File: config.mk
export PLATFORM = sky130hd
export DESIGN_NAME = animation_frame_selector
export DESIGN_NICKNAME = d
export VERILOG_FILES = /design/src/design/afs_pkg.sv /design/src/design/afs_mod.sv /design/src/design/afs_seq.sv /design/src/design/animation_frame_selector.sv
export SDC_FILE = /design/constraint.sdc
export NUM_CORES = 2
export LEC_CHECK = 0
export ABC_CLOCK_PERIOD_IN_PS = 4900
export BUFFER_PORTS_ARGS = -buffer_cell sky130_fd_sc_hd__buf_2
export CORE_MARGIN = 1.5
export CORE_UTILIZATION = 45
export CTS_BUF_LIST = sky130_fd_sc_hd__clkbuf_8
export DETAILED_ROUTE_END_ITERATION = 7
export MAX_ROUTING_LAYER = met4
export SLEW_MARGIN = 15
export SYNTH_ARGS = -nofsm -noshare
export SYNTH_HDL_FRONTEND = slang
export SYNTH_SLANG_ARGS = --single-unit
File: constraint.sdc
create_clock -name clk_i -period 4.9 [get_ports clk_i]
set_clock_uncertainty 0.2 [all_clocks]
set_input_delay 0.98 -clock clk_i [delete_from_list [all_inputs] [get_ports clk_i]]
set_output_delay 0.98 -clock clk_i [all_outputs]
set_load 0.005 [all_outputs]
File: src/design/afs_pkg.sv
package afs_pkg;

  // Table geometry and field widths
  localparam int MAX_FRAMES = 64;
  localparam int SLOT_W     = $clog2(MAX_FRAMES);
  localparam int LEN_W      = 7;
  localparam int ID_W       = 16;
  localparam int DUR_W      = 16;
  localparam int ENTRY_W    = ID_W + DUR_W;
  localparam int TIME_W     = 32;
  localparam int ACC_W      = 32;
  // Looping total: at most 2*MAX_FRAMES-2 durations of DUR_W bits
  localparam int TOTAL_W    = 24;
  localparam int PASS_W     = 8;
  localparam int DIR_W      = 2;
  localparam int DIV_CNT_W  = $clog2(TIME_W);

  // Configuration port
  localparam int CFG_IDX_W  = 2;
  localparam int CFG_DATA_W = 8;

  localparam logic [CFG_IDX_W-1:0] CFG_PLAY_DIR = 2'd0;
  localparam logic [CFG_IDX_W-1:0] CFG_LOOPING  = 2'd1;
  localparam logic [CFG_IDX_W-1:0] CFG_REPEAT   = 2'd2;
  localparam logic [CFG_IDX_W-1:0] CFG_CLIP_LEN = 2'd3;

  // Play direction codes (code 3 plays forward)
  localparam logic [DIR_W-1:0] DIR_REV  = 2'd1;
  localparam logic [DIR_W-1:0] DIR_PING = 2'd2;

  // Item kinds
  localparam logic KIND_WRITE = 1'b0;
  localparam logic KIND_QUERY = 1'b1;

  typedef enum logic [2:0] {
    S_IDLE,
    S_SUM,
    S_DIV,
    S_WALK,
    S_DONE
  } afs_state_e;

  // Slot sequencer control and status
  typedef struct packed {
    logic              start;
    logic              loop_mode;
    logic [DIR_W-1:0]  dir;
    logic [LEN_W-1:0]  n;
    logic [PASS_W-1:0] passes;
  } seq_ctrl_t;

  typedef struct packed {
    logic              active;
    logic [SLOT_W-1:0] slot;
    logic              last;
  } seq_stat_t;

  // Remainder unit request and response
  typedef struct packed {
    logic               start;
    logic [TIME_W-1:0]  dividend;
    logic [TOTAL_W-1:0] divisor;
  } mod_req_t;

  typedef struct packed {
    logic               done;
    logic [TOTAL_W-1:0] rem;
  } mod_rsp_t;

endpackage

File: src/design/afs_mod.sv
// Bit-serial floored remainder of a signed time by an unsigned total.
// One dividend bit per cycle; done pulses in the cycle after the last step.
module afs_mod (
  input  logic              clk_i,
  input  logic              rst_ni,
  input  afs_pkg::mod_req_t req_i,
  output afs_pkg::mod_rsp_t rsp_o
);

  logic                             busy_q, busy_d;
  logic                             done_q, done_d;
  logic [afs_pkg::DIV_CNT_W-1:0]    cnt_q, cnt_d;
  logic [afs_pkg::TIME_W-1:0]       dvd_q, dvd_d;
  logic [afs_pkg::TOTAL_W-1:0]      rem_q, rem_d;
  logic [afs_pkg::TOTAL_W-1:0]      dsr_q, dsr_d;
  logic                             neg_q, neg_d;
  logic [afs_pkg::TOTAL_W:0]        cand;
  logic [afs_pkg::TOTAL_W:0]        diff;

  // Restoring step: shift in next bit, subtract divisor when it fits
  always_comb begin
    cand   = {rem_q, dvd_q[afs_pkg::TIME_W-1]};
    diff   = cand - {1'b0, dsr_q};
    busy_d = busy_q;
    done_d = 1'b0;
    cnt_d  = cnt_q;
    dvd_d  = dvd_q;
    rem_d  = rem_q;
    dsr_d  = dsr_q;
    neg_d  = neg_q;
    if (req_i.start) begin
      busy_d = 1'b1;
      cnt_d  = '1;
      neg_d  = req_i.dividend[afs_pkg::TIME_W-1];
      dvd_d  = req_i.dividend[afs_pkg::TIME_W-1] ?
               (~req_i.dividend + afs_pkg::TIME_W'(1)) : req_i.dividend;
      rem_d  = '0;
      dsr_d  = req_i.divisor;
    end else if (busy_q) begin
      // no borrow means cand >= divisor
      rem_d = diff[afs_pkg::TOTAL_W] ? cand[afs_pkg::TOTAL_W-1:0]
                                     : diff[afs_pkg::TOTAL_W-1:0];
      dvd_d = dvd_q << 1;
      cnt_d = cnt_q - afs_pkg::DIV_CNT_W'(1);
      if (cnt_q == '0) begin
        busy_d = 1'b0;
        done_d = 1'b1;
      end
    end
  end

  always_ff @(posedge clk_i or negedge rst_ni) begin
    if (!rst_ni) begin
      busy_q <= 1'b0;
      done_q <= 1'b0;
      cnt_q  <= '0;
    end else begin
      busy_q <= busy_d;
      done_q <= done_d;
      cnt_q  <= cnt_d;
    end
  end

  always_ff @(posedge clk_i) begin
    dvd_q <= dvd_d;
    rem_q <= rem_d;
    dsr_q <= dsr_d;
    neg_q <= neg_d;
  end

  // Negative dividend: fold a nonzero remainder back into [0, total)
  assign rsp_o.done = done_q;
  assign rsp_o.rem  = (neg_q && (rem_q != '0)) ? (dsr_q - rem_q) : rem_q;

endmodule

File: src/design/afs_seq.sv
// Slot sequencer: walks the table in play order, one slot per advance.
// Looping: one pass (ping-pong adds a reverse pass over the interior).
// One-shot: a pass per repeat, ping-pong reverses on odd passes.
module afs_seq (
  input  logic               clk_i,
  input  logic               rst_ni,
  input  afs_pkg::seq_ctrl_t ctrl_i,
  input  logic               adv_i,
  output afs_pkg::seq_stat_t stat_o
);

  logic                          act_q, act_d;
  logic [afs_pkg::SLOT_W-1:0]    idx_q, idx_d;
  logic [afs_pkg::SLOT_W-1:0]    end_q, end_d;
  logic [afs_pkg::PASS_W-1:0]    pass_q, pass_d;
  logic [afs_pkg::LEN_W-1:0]     n_m1;
  logic [afs_pkg::LEN_W-1:0]     n_m2;
  logic                          rev;
  logic                          pass_end;
  logic                          more_pass;

  // Slot mapping and pass bookkeeping
  always_comb begin
    n_m1     = ctrl_i.n - afs_pkg::LEN_W'(1);
    n_m2     = ctrl_i.n - afs_pkg::LEN_W'(2);
    rev      = (ctrl_i.dir == afs_pkg::DIR_REV) ||
               ((ctrl_i.dir == afs_pkg::DIR_PING) && pass_q[0]);
    pass_end = (idx_q == end_q);
    if (ctrl_i.loop_mode) begin
      more_pass = (ctrl_i.dir == afs_pkg::DIR_PING) && (pass_q == '0) &&
                  (ctrl_i.n >= afs_pkg::LEN_W'(3));
    end else begin
      more_pass = (pass_q != (ctrl_i.passes - afs_pkg::PASS_W'(1)));
    end
  end

  assign stat_o.active = act_q;
  assign stat_o.slot   = rev ? (n_m1[afs_pkg::SLOT_W-1:0] - idx_q) : idx_q;
  assign stat_o.last   = pass_end && !more_pass;

  // Index advance
  always_comb begin
    act_d  = act_q;
    idx_d  = idx_q;
    end_d  = end_q;
    pass_d = pass_q;
    if (ctrl_i.start) begin
      act_d  = 1'b1;
      idx_d  = '0;
      end_d  = n_m1[afs_pkg::SLOT_W-1:0];
      pass_d = '0;
    end else if (adv_i && act_q) begin
      if (!pass_end) begin
        idx_d = idx_q + afs_pkg::SLOT_W'(1);
      end else if (more_pass) begin
        pass_d = pass_q + afs_pkg::PASS_W'(1);
        idx_d  = afs_pkg::SLOT_W'(ctrl_i.loop_mode);
        end_d  = ctrl_i.loop_mode ? n_m2[afs_pkg::SLOT_W-1:0]
                                  : n_m1[afs_pkg::SLOT_W-1:0];
      end else begin
        act_d = 1'b0;
      end
    end
  end

  always_ff @(posedge clk_i or negedge rst_ni) begin
    if (!rst_ni) begin
      act_q  <= 1'b0;
      idx_q  <= '0;
      end_q  <= '0;
      pass_q <= '0;
    end else begin
      act_q  <= act_d;
      idx_q  <= idx_d;
      end_q  <= end_d;
      pass_q <= pass_d;
    end
  end

endmodule

File: src/design/animation_frame_selector.sv
// Animation frame selector.
// Command channel: an item transfers when start is high and busy is low.
// kind 0 writes slot_i of the frame table (id, duration) in that cycle and
// leaves busy low. kind 1 queries the frame at time_ms_i; busy stays high
// until the result, shown for one cycle with done_o (frame_id_o, found_o).
// The receiver cannot stall; a result is never held back.
// Config channel: cfg_index_i/cfg_data_i transfer on cfg_valid_i&cfg_ready_o;
// ready is high while idle.
// A looping query sums the played sequence (n entries, or 2n-2 ping-pong),
// takes the remainder of the time by a nonzero total, then walks to the hit;
// a one-shot query walks P passes of n entries (P the pass count) and stops
// at the hit. An empty clip goes straight to the result. Queries are paced
// by the single read port (an entry per cycle) and remainder (bit per cycle).
// Throughput: one write per cycle while idle; a query holds the channel until
// its result, and the next transfer can come in the cycle after done_o.
// Reset restores the register defaults (looping on, all else zero) and
// idles the sequencer; table contents stay undefined until written.
module animation_frame_selector (
  input  logic                             clk_i,
  input  logic                             rst_ni,
  input  logic                             start,
  output logic                             busy,
  input  logic                             kind_i,
  input  logic [afs_pkg::SLOT_W-1:0]       slot_i,
  input  logic [afs_pkg::ID_W-1:0]         entry_frame_id_i,
  input  logic [afs_pkg::DUR_W-1:0]        entry_duration_ms_i,
  input  logic signed [afs_pkg::TIME_W-1:0] time_ms_i,
  output logic                             done_o,
  output logic [afs_pkg::ID_W-1:0]         frame_id_o,
  output logic                             found_o,
  input  logic                             cfg_valid_i,
  output logic                             cfg_ready_o,
  input  logic [afs_pkg::CFG_IDX_W-1:0]    cfg_index_i,
  input  logic [afs_pkg::CFG_DATA_W-1:0]   cfg_data_i
);

  afs_pkg::afs_state_e state_q, state_d;

  logic [afs_pkg::DIR_W-1:0]    dir_q;
  logic                         looping_q;
  logic [afs_pkg::PASS_W-1:0]   repeat_q;
  logic [afs_pkg::LEN_W-1:0]    clip_len_q;

  logic [afs_pkg::ENTRY_W-1:0]  mem_q [afs_pkg::MAX_FRAMES];
  logic [afs_pkg::ENTRY_W-1:0]  rd_q;
  logic                         rd_vld_q;
  logic                         rd_last_q;

  logic [afs_pkg::TIME_W-1:0]   time_q, time_d;
  logic [afs_pkg::ACC_W-1:0]    acc_q, acc_d;
  logic [afs_pkg::ID_W-1:0]     last_id_q, last_id_d;
  logic                         have_last_q, have_last_d;
  logic                         zero_total_q, zero_total_d;
  logic [afs_pkg::ID_W-1:0]     frame_q, frame_d;
  logic                         found_q, found_d;

  logic                         cfg_we;
  logic                         accept;
  logic                         wr_acc;
  logic                         q_acc;
  logic [afs_pkg::LEN_W-1:0]    n_used;
  logic [afs_pkg::PASS_W-1:0]   passes;
  logic                         adv;
  logic [afs_pkg::ID_W-1:0]     rd_id;
  logic [afs_pkg::ACC_W-1:0]    dur_ext;
  logic [afs_pkg::TIME_W-1:0]   tt;
  logic                         walk_sub;
  logic [afs_pkg::ACC_W-1:0]    addsub;
  logic                         skip;
  logic                         hit;
  logic                         sum_zero;

  afs_pkg::seq_ctrl_t seq_ctrl;
  afs_pkg::seq_stat_t seq_stat;
  afs_pkg::mod_req_t  mod_req;
  afs_pkg::mod_rsp_t  mod_rsp;

  // Handshakes
  assign busy        = (state_q != afs_pkg::S_IDLE);
  assign cfg_ready_o = !busy;
  assign cfg_we      = cfg_valid_i && cfg_ready_o;
  assign accept      = start && !busy;
  assign wr_acc      = accept && (kind_i == afs_pkg::KIND_WRITE);
  assign q_acc       = accept && (kind_i == afs_pkg::KIND_QUERY);

  // Configuration registers
  always_ff @(posedge clk_i or negedge rst_ni) begin
    if (!rst_ni) begin
      dir_q      <= '0;
      looping_q  <= 1'b1;
      repeat_q   <= '0;
      clip_len_q <= '0;
    end else if (cfg_we) begin
      case (cfg_index_i)
        afs_pkg::CFG_PLAY_DIR: dir_q      <= cfg_data_i[afs_pkg::DIR_W-1:0];
        afs_pkg::CFG_LOOPING:  looping_q  <= cfg_data_i[0];
        afs_pkg::CFG_REPEAT:   repeat_q   <= cfg_data_i[afs_pkg::PASS_W-1:0];
        afs_pkg::CFG_CLIP_LEN: clip_len_q <= cfg_data_i[afs_pkg::LEN_W-1:0];
        default: ;
      endcase
    end
  end

  assign n_used = (clip_len_q > afs_pkg::LEN_W'(afs_pkg::MAX_FRAMES)) ?
                  afs_pkg::LEN_W'(afs_pkg::MAX_FRAMES) : clip_len_q;
  assign passes = (repeat_q == '0) ? afs_pkg::PASS_W'(1) : repeat_q;

  // Frame table: id in the upper half, duration in the lower half
  always_ff @(posedge clk_i) begin
    if (wr_acc) begin
      mem_q[slot_i] <= {entry_frame_id_i, entry_duration_ms_i};
    end
    rd_q <= mem_q[seq_stat.slot];
  end

  // Read tracking: data is valid in the cycle after the slot is issued
  assign adv = (state_q == afs_pkg::S_SUM) || (state_q == afs_pkg::S_WALK);

  always_ff @(posedge clk_i or negedge rst_ni) begin
    if (!rst_ni) begin
      rd_vld_q  <= 1'b0;
      rd_last_q <= 1'b0;
    end else begin
      rd_vld_q  <= adv && seq_stat.active;
      rd_last_q <= seq_stat.last;
    end
  end

  // Shared add/subtract and compare on the entry just read
  always_comb begin
    rd_id    = rd_q[afs_pkg::ENTRY_W-1:afs_pkg::DUR_W];
    dur_ext  = afs_pkg::ACC_W'(rd_q[afs_pkg::DUR_W-1:0]);
    tt       = time_q[afs_pkg::TIME_W-1] ? '0 : time_q;
    walk_sub = looping_q && (state_q == afs_pkg::S_WALK);
    addsub   = walk_sub ? (acc_q - dur_ext) : (acc_q + dur_ext);
    skip     = !looping_q && have_last_q && (rd_id == last_id_q);
    hit      = looping_q ? (zero_total_q || (acc_q < dur_ext))
                         : (!skip && (tt < addsub));
    sum_zero = (addsub == '0);
  end

  // Next state
  always_comb begin
    state_d = state_q;
    case (state_q)
      afs_pkg::S_IDLE: begin
        if (q_acc) begin
          if (n_used == '0) begin
            state_d = afs_pkg::S_DONE;
          end else if (looping_q) begin
            state_d = afs_pkg::S_SUM;
          end else begin
            state_d = afs_pkg::S_WALK;
          end
        end
      end
      afs_pkg::S_SUM: begin
        if (rd_vld_q && rd_last_q) begin
          state_d = sum_zero ? afs_pkg::S_WALK : afs_pkg::S_DIV;
        end
      end
      afs_pkg::S_DIV: begin
        if (mod_rsp.done) begin
          state_d = afs_pkg::S_WALK;
        end
      end
      afs_pkg::S_WALK: begin
        if (rd_vld_q && (hit || rd_last_q)) begin
          state_d = afs_pkg::S_DONE;
        end
      end
      afs_pkg::S_DONE: begin
        state_d = afs_pkg::S_IDLE;
      end
      default: begin
        state_d = afs_pkg::S_IDLE;
      end
    endcase
  end

  // Datapath updates per state
  always_comb begin
    time_d       = time_q;
    acc_d        = acc_q;
    last_id_d    = last_id_q;
    have_last_d  = have_last_q;
    zero_total_d = zero_total_q;
    frame_d      = frame_q;
    found_d      = found_q;
    case (state_q)
      afs_pkg::S_IDLE: begin
        if (q_acc) begin
          time_d       = time_ms_i;
          acc_d        = '0;
          have_last_d  = 1'b0;
          zero_total_d = 1'b0;
          frame_d      = '0;
          found_d      = 1'b0;
        end
      end
      afs_pkg::S_SUM: begin
        if (rd_vld_q) begin
          acc_d = addsub;
          if (rd_last_q) begin
            zero_total_d = sum_zero;
          end
        end
      end
      afs_pkg::S_DIV: begin
        if (mod_rsp.done) begin
          acc_d = afs_pkg::ACC_W'(mod_rsp.rem);
        end
      end
      afs_pkg::S_WALK: begin
        if (rd_vld_q) begin
          if (looping_q) begin
            if (!hit) begin
              acc_d = addsub;
            end
          end else if (!skip) begin
            acc_d       = addsub;
            last_id_d   = rd_id;
            have_last_d = 1'b1;
          end
          // a skipped entry repeats the last id, so the fallback is rd_id
          if (hit || rd_last_q) begin
            frame_d = rd_id;
            found_d = 1'b1;
          end
        end
      end
      default: ;
    endcase
  end

  always_ff @(posedge clk_i or negedge rst_ni) begin
    if (!rst_ni) begin
      state_q <= afs_pkg::S_IDLE;
    end else begin
      state_q <= state_d;
    end
  end

  always_ff @(posedge clk_i) begin
    time_q       <= time_d;
    acc_q        <= acc_d;
    last_id_q    <= last_id_d;
    have_last_q  <= have_last_d;
    zero_total_q <= zero_total_d;
    frame_q      <= frame_d;
    found_q      <= found_d;
  end

  // Slot sequencer, restarted on entry to each walk
  always_comb begin
    seq_ctrl.start     = (state_d != state_q) &&
                         ((state_d == afs_pkg::S_SUM) || (state_d == afs_pkg::S_WALK));
    seq_ctrl.loop_mode = looping_q;
    seq_ctrl.dir       = dir_q;
    seq_ctrl.n         = n_used;
    seq_ctrl.passes    = passes;
  end

  afs_seq u_seq (
    .clk_i  (clk_i),
    .rst_ni (rst_ni),
    .ctrl_i (seq_ctrl),
    .adv_i  (adv),
    .stat_o (seq_stat)
  );

  // Remainder unit, started with the final total of the sum walk
  always_comb begin
    mod_req.start    = (state_q == afs_pkg::S_SUM) && (state_d == afs_pkg::S_DIV);
    mod_req.dividend = time_q;
    mod_req.divisor  = addsub[afs_pkg::TOTAL_W-1:0];
  end

  afs_mod u_mod (
    .clk_i  (clk_i),
    .rst_ni (rst_ni),
    .req_i  (mod_req),
    .rsp_o  (mod_rsp)
  );

  // Result
  assign done_o     = (state_q == afs_pkg::S_DONE);
  assign frame_id_o = frame_q;
  assign found_o    = found_q;

  // Checks
  a_empty_zero: assert property (@(posedge clk_i) disable iff (!rst_ni)
    (done_o && !found_o) |-> (frame_id_o == '0))
    else $error("not-found result carries a nonzero frame id");

  a_div_no_read: assert property (@(posedge clk_i) disable iff (!rst_ni)
    (state_q == afs_pkg::S_DIV) |-> !rd_vld_q)
    else $error("table read still in flight during remainder step");

  a_mod_done_div: assert property (@(posedge clk_i) disable iff (!rst_ni)
    mod_rsp.done |-> (state_q == afs_pkg::S_DIV))
    else $error("remainder unit finished outside its state");

  a_query_busy: assert property (@(posedge clk_i) disable iff (!rst_ni)
    q_acc |=> busy)
    else $error("query transfer did not raise busy");

  a_strobe_pulse: assert property (@(posedge clk_i) disable iff (!rst_ni)
    done_o |=> !done_o)
    else $error("result strobe longer than one cycle");

endmodule
==> flow_metrics.env <==
export IMPL_status="finished with violations"
export IMPL_violations="design-rule violations, negative setup slack"
export IMPL_initial_core_util_pct=45.3
export IMPL_synth_cell_types=96
export IMPL_grt_total_usage_pct=23.7
export IMPL_port_buffers=104
export IMPL_num_vias=52998
export IMPL_setup_slack_ps=-475
export IMPL_async_reset_ff_share_pct=2.21
export IMPL_viasPerCell=5.75
export IMPL_drive_above_1_share_pct=29.3
export IMPL_ys_seq_area_share_pct=71.3
export IMPL_cts_tree="yes"
export IMPL_drv_cap=0
export IMPL_grt_pass1_wl_mm=365
export IMPL_grt_pass1_vias=54343
export IMPL_p_total_w=0.0585
export IMPL_required_ps=5620
export IMPL_relSlewSlack_pct=23.4
export IMPL_yosys_warnings=0
export IMPL_ir_drop_v=0.000357
export IMPL_grt_max_degree=65
export IMPL_clockBufferDepth=4
export IMPL_nFillCells=16991
export IMPL_holdWs_ps=96.7
export IMPL_ys_ff_latch=2311
export IMPL_fin_crit_sh_pct=110
export IMPL_gp_congestion=0.882
export IMPL_synth_cell_area_um2=96100
export IMPL_maxSlewViolCount=0
export IMPL_wirelength_mm=249
export IMPL_fin_nets=6312
export IMPL_rows=169
export IMPL_ys_top_cells_by_area="edfxtp_1 (69%), mux4_2 (12%), a211oi_1 (2.0%)"
export IMPL_gr_total_overflow=0
export IMPL_htree_num_levels=5
export IMPL_dp_hpwl_mm=154
export IMPL_drt_iter0_markers=4661
export IMPL_insertion_delay_ps=1100
export IMPL_path_class="flop to flop"
export IMPL_dieArea_um2=216000
export IMPL_synthCells=5295
export IMPL_clkSinkCount=2311
export IMPL_area_delta_synth_final_pct=17.4
export IMPL_min_path_cells=2
export IMPL_dp_slack_ps=-718
export IMPL_synth_top_area_cell="edfxtp_1"
export IMPL_synth_nets=5511
export IMPL_cp_end_kind="flop"
export IMPL_final_common_cell="edfxtp_1"
export IMPL_final_min_clock_period_ps=5370
export IMPL_clockRootBuffer="clkbuf_8"
export IMPL_hold_path_class="primary input to flop"
export IMPL_finalHoldViolations=0
export IMPL_ant_nets=0
export IMPL_layout_cells_non_filler=9216
export IMPL_synth_main_ff_cell="edfxtp_1"
export IMPL_timing_fmax_mhz=186
export IMPL_placedCellCount=8452
export IMPL_grt_setup_unrepaired="true"
export IMPL_die_w_um=465
export IMPL_layout_common_cells="edfxtp_1 (2204), mux4_2 (512), buf_4 (470)"
export IMPL_cellPowerDensity_nw_per_um2=518
export IMPL_routedWlPerCell_um=27.0
export IMPL_die_height_um=465
export IMPL_critPathLaunchType="flop"
export IMPL_drt_pre_antenna_iters=7
export IMPL_core_area_um2=212000
export IMPL_setup_violations=137
export IMPL_worstPathArrival_ps=6100
export IMPL_synth_edf_count=2204
export IMPL_cts_buffers=387
export IMPL_cts_clk_slew_worst_paths_ps=60
export IMPL_io_pins=105
export IMPL_synth_top_area_share_pct=68.8
export IMPL_p_leak_nw=38.5
export IMPL_path_max_fanout=5
export IMPL_worst_pin_slew_ps=1150
export IMPL_postSynthAreaPerCell_um2=18.2
export IMPL_drc=15
export IMPL_rr_worst_depth=25
export IMPL_antenna_found_initial=13
[per-layer routing]
layer  track usage (%)  wire length [µm]  share of wire (%)
met1              31.7            107000                 43
met2              37.8            121000                 49
met3              3.43             14000                5.6
met4              7.02              7190                2.9
met5                 -                 0                  0
[timing repair]
item | 4_1_cts | 5_1_grt
resized for setup | 55 | 57
setup endpoints to repair | 157 | 185
hold buffers | 43 | 0
buffers inserted | 12 | 14
pin swaps | 29 | 48
gates cloned | 6 | 1
hold endpoints to repair | 125 | 0
[critical path: stages (launching register included)]
cell,delay (ps)
edfxtp_1,400
inv_2,90
ha_4,130
inv_2,40
fa_2,360
a211oi_2,230
o211ai_1,170
a41oi_2,290
o211ai_4,180
buf_6,170
a2111oi_4,350
nor3_2,90
nand2b_4,170
ha_4,160
a21o_1,180
a21o_1,160
a21oi_2,170
nor2b_4,170
a41oi_2,130
buf_6,170
o221ai_4,180
o211ai_1,140
and2_4,170
or4b_4,520
nand3_4,140
a2bb2oi_2,160
[where the power goes]
group | internal, W | switching, W | leakage (nW) | total [W]
Combinational | 0.00966 | 0.0106 | 13.7 | 0.0202
Sequential | 0.0223 | 0.000398 | 20.8 | 0.0227
Clock | 0.00798 | 0.00756 | 3.98 | 0.0155
Total | 0.0399 | 0.0186 | 38.5 | 0.0585
[worst paths after layout]
kind                               start        endpoint  slack, ps
max reg2reg                     acc_q[0]  u_seq.end_q[4]       -470
min                        cfg_data_i[0]   clip_len_q[0]        100
min in group asynchronous         rst_ni      state_q[2]        550
min reg2reg                  u_seq.act_q     u_seq.act_q        280
max                             acc_q[0]  u_seq.end_q[4]       -470
max in group asynchronous         rst_ni   clip_len_q[6]       3420
[flip-flops by register name, summed over array words and instances (netlist names), 2 cells and up]
signal and flops:
u_seq.idx_q 6, last_id_q 16, dir_q 2, u_mod.dvd_q 32, u_mod.cnt_q 5, frame_id_o 16
mem_q 2048, u_seq.pass_q 8, clip_len_q 7, rd_q 32, state_q 3, u_mod.rem_q 24
acc_q 32, u_seq.end_q 6, u_mod.dsr_q 24, repeat_q 8, time_q 32
[cell type report]
type                            instances  area (µm²)  share of cell area, %
Timing Repair Buffer                  693        6250                   5.54
Tap cell                             2821        3530                   3.13
Antenna cell                           11        27.5                 0.0244
Multi-Input combinational cell       2563       27100                   24.0
Clock inverter                        265        1230                   1.09
Sequential cell                      2311       68600                   60.7
Clock buffer                          412        5670                   5.02
Inverter                              140         531                  0.470
[metrics by stage]
step           TNS, ps  cell area, µm²  util, %
2_1_floorplan        0           96200        -
3_3_place_gp    -36380          105000     49.2
3_5_place_dp    -43770          105000     49.2
4_1_cts         -38590          112000     52.9
5_1_grt         -58300          113000     53.2
6_report        -24980          113000     53.2
[cells by family (layout without fill, tap and decap cells)]
logic type | count (synthesis) | in the layout | share of synthesized area [%]
xor+xnor | 142 | 142 | 1.30
buf+inv | 421 | 1510 | 1.70
flops | 2311 | 2311 | 71.3
simple gates | 797 | 797 | 4.34
mux | 703 | 703 | 14.1
fa+ha+maj | 131 | 131 | 1.74
compound gates | 790 | 790 | 5.52
other cells | 0 | 11 | 0
[cells in the mapped netlist, types with 30 or more instances]
library cell / instances
nand3_1: 37
nor2_1: 229
ha_1: 126
nand4_1: 30
xnor2_1: 99
mux2i_1: 139
a21oi_1: 249
a211oi_1: 258
clkbuf_1: 185
nand2_1: 110
nor3_1: 40
buf_1: 73
dfxtp_1: 56
nor2b_1: 180
xor2_1: 42
a21o_1: 31
mux4_2: 512
inv_1: 139
o21ai_0: 55
dfrtp_1: 50
edfxtp_1: 2204
(Power assumes the default switching activity.)
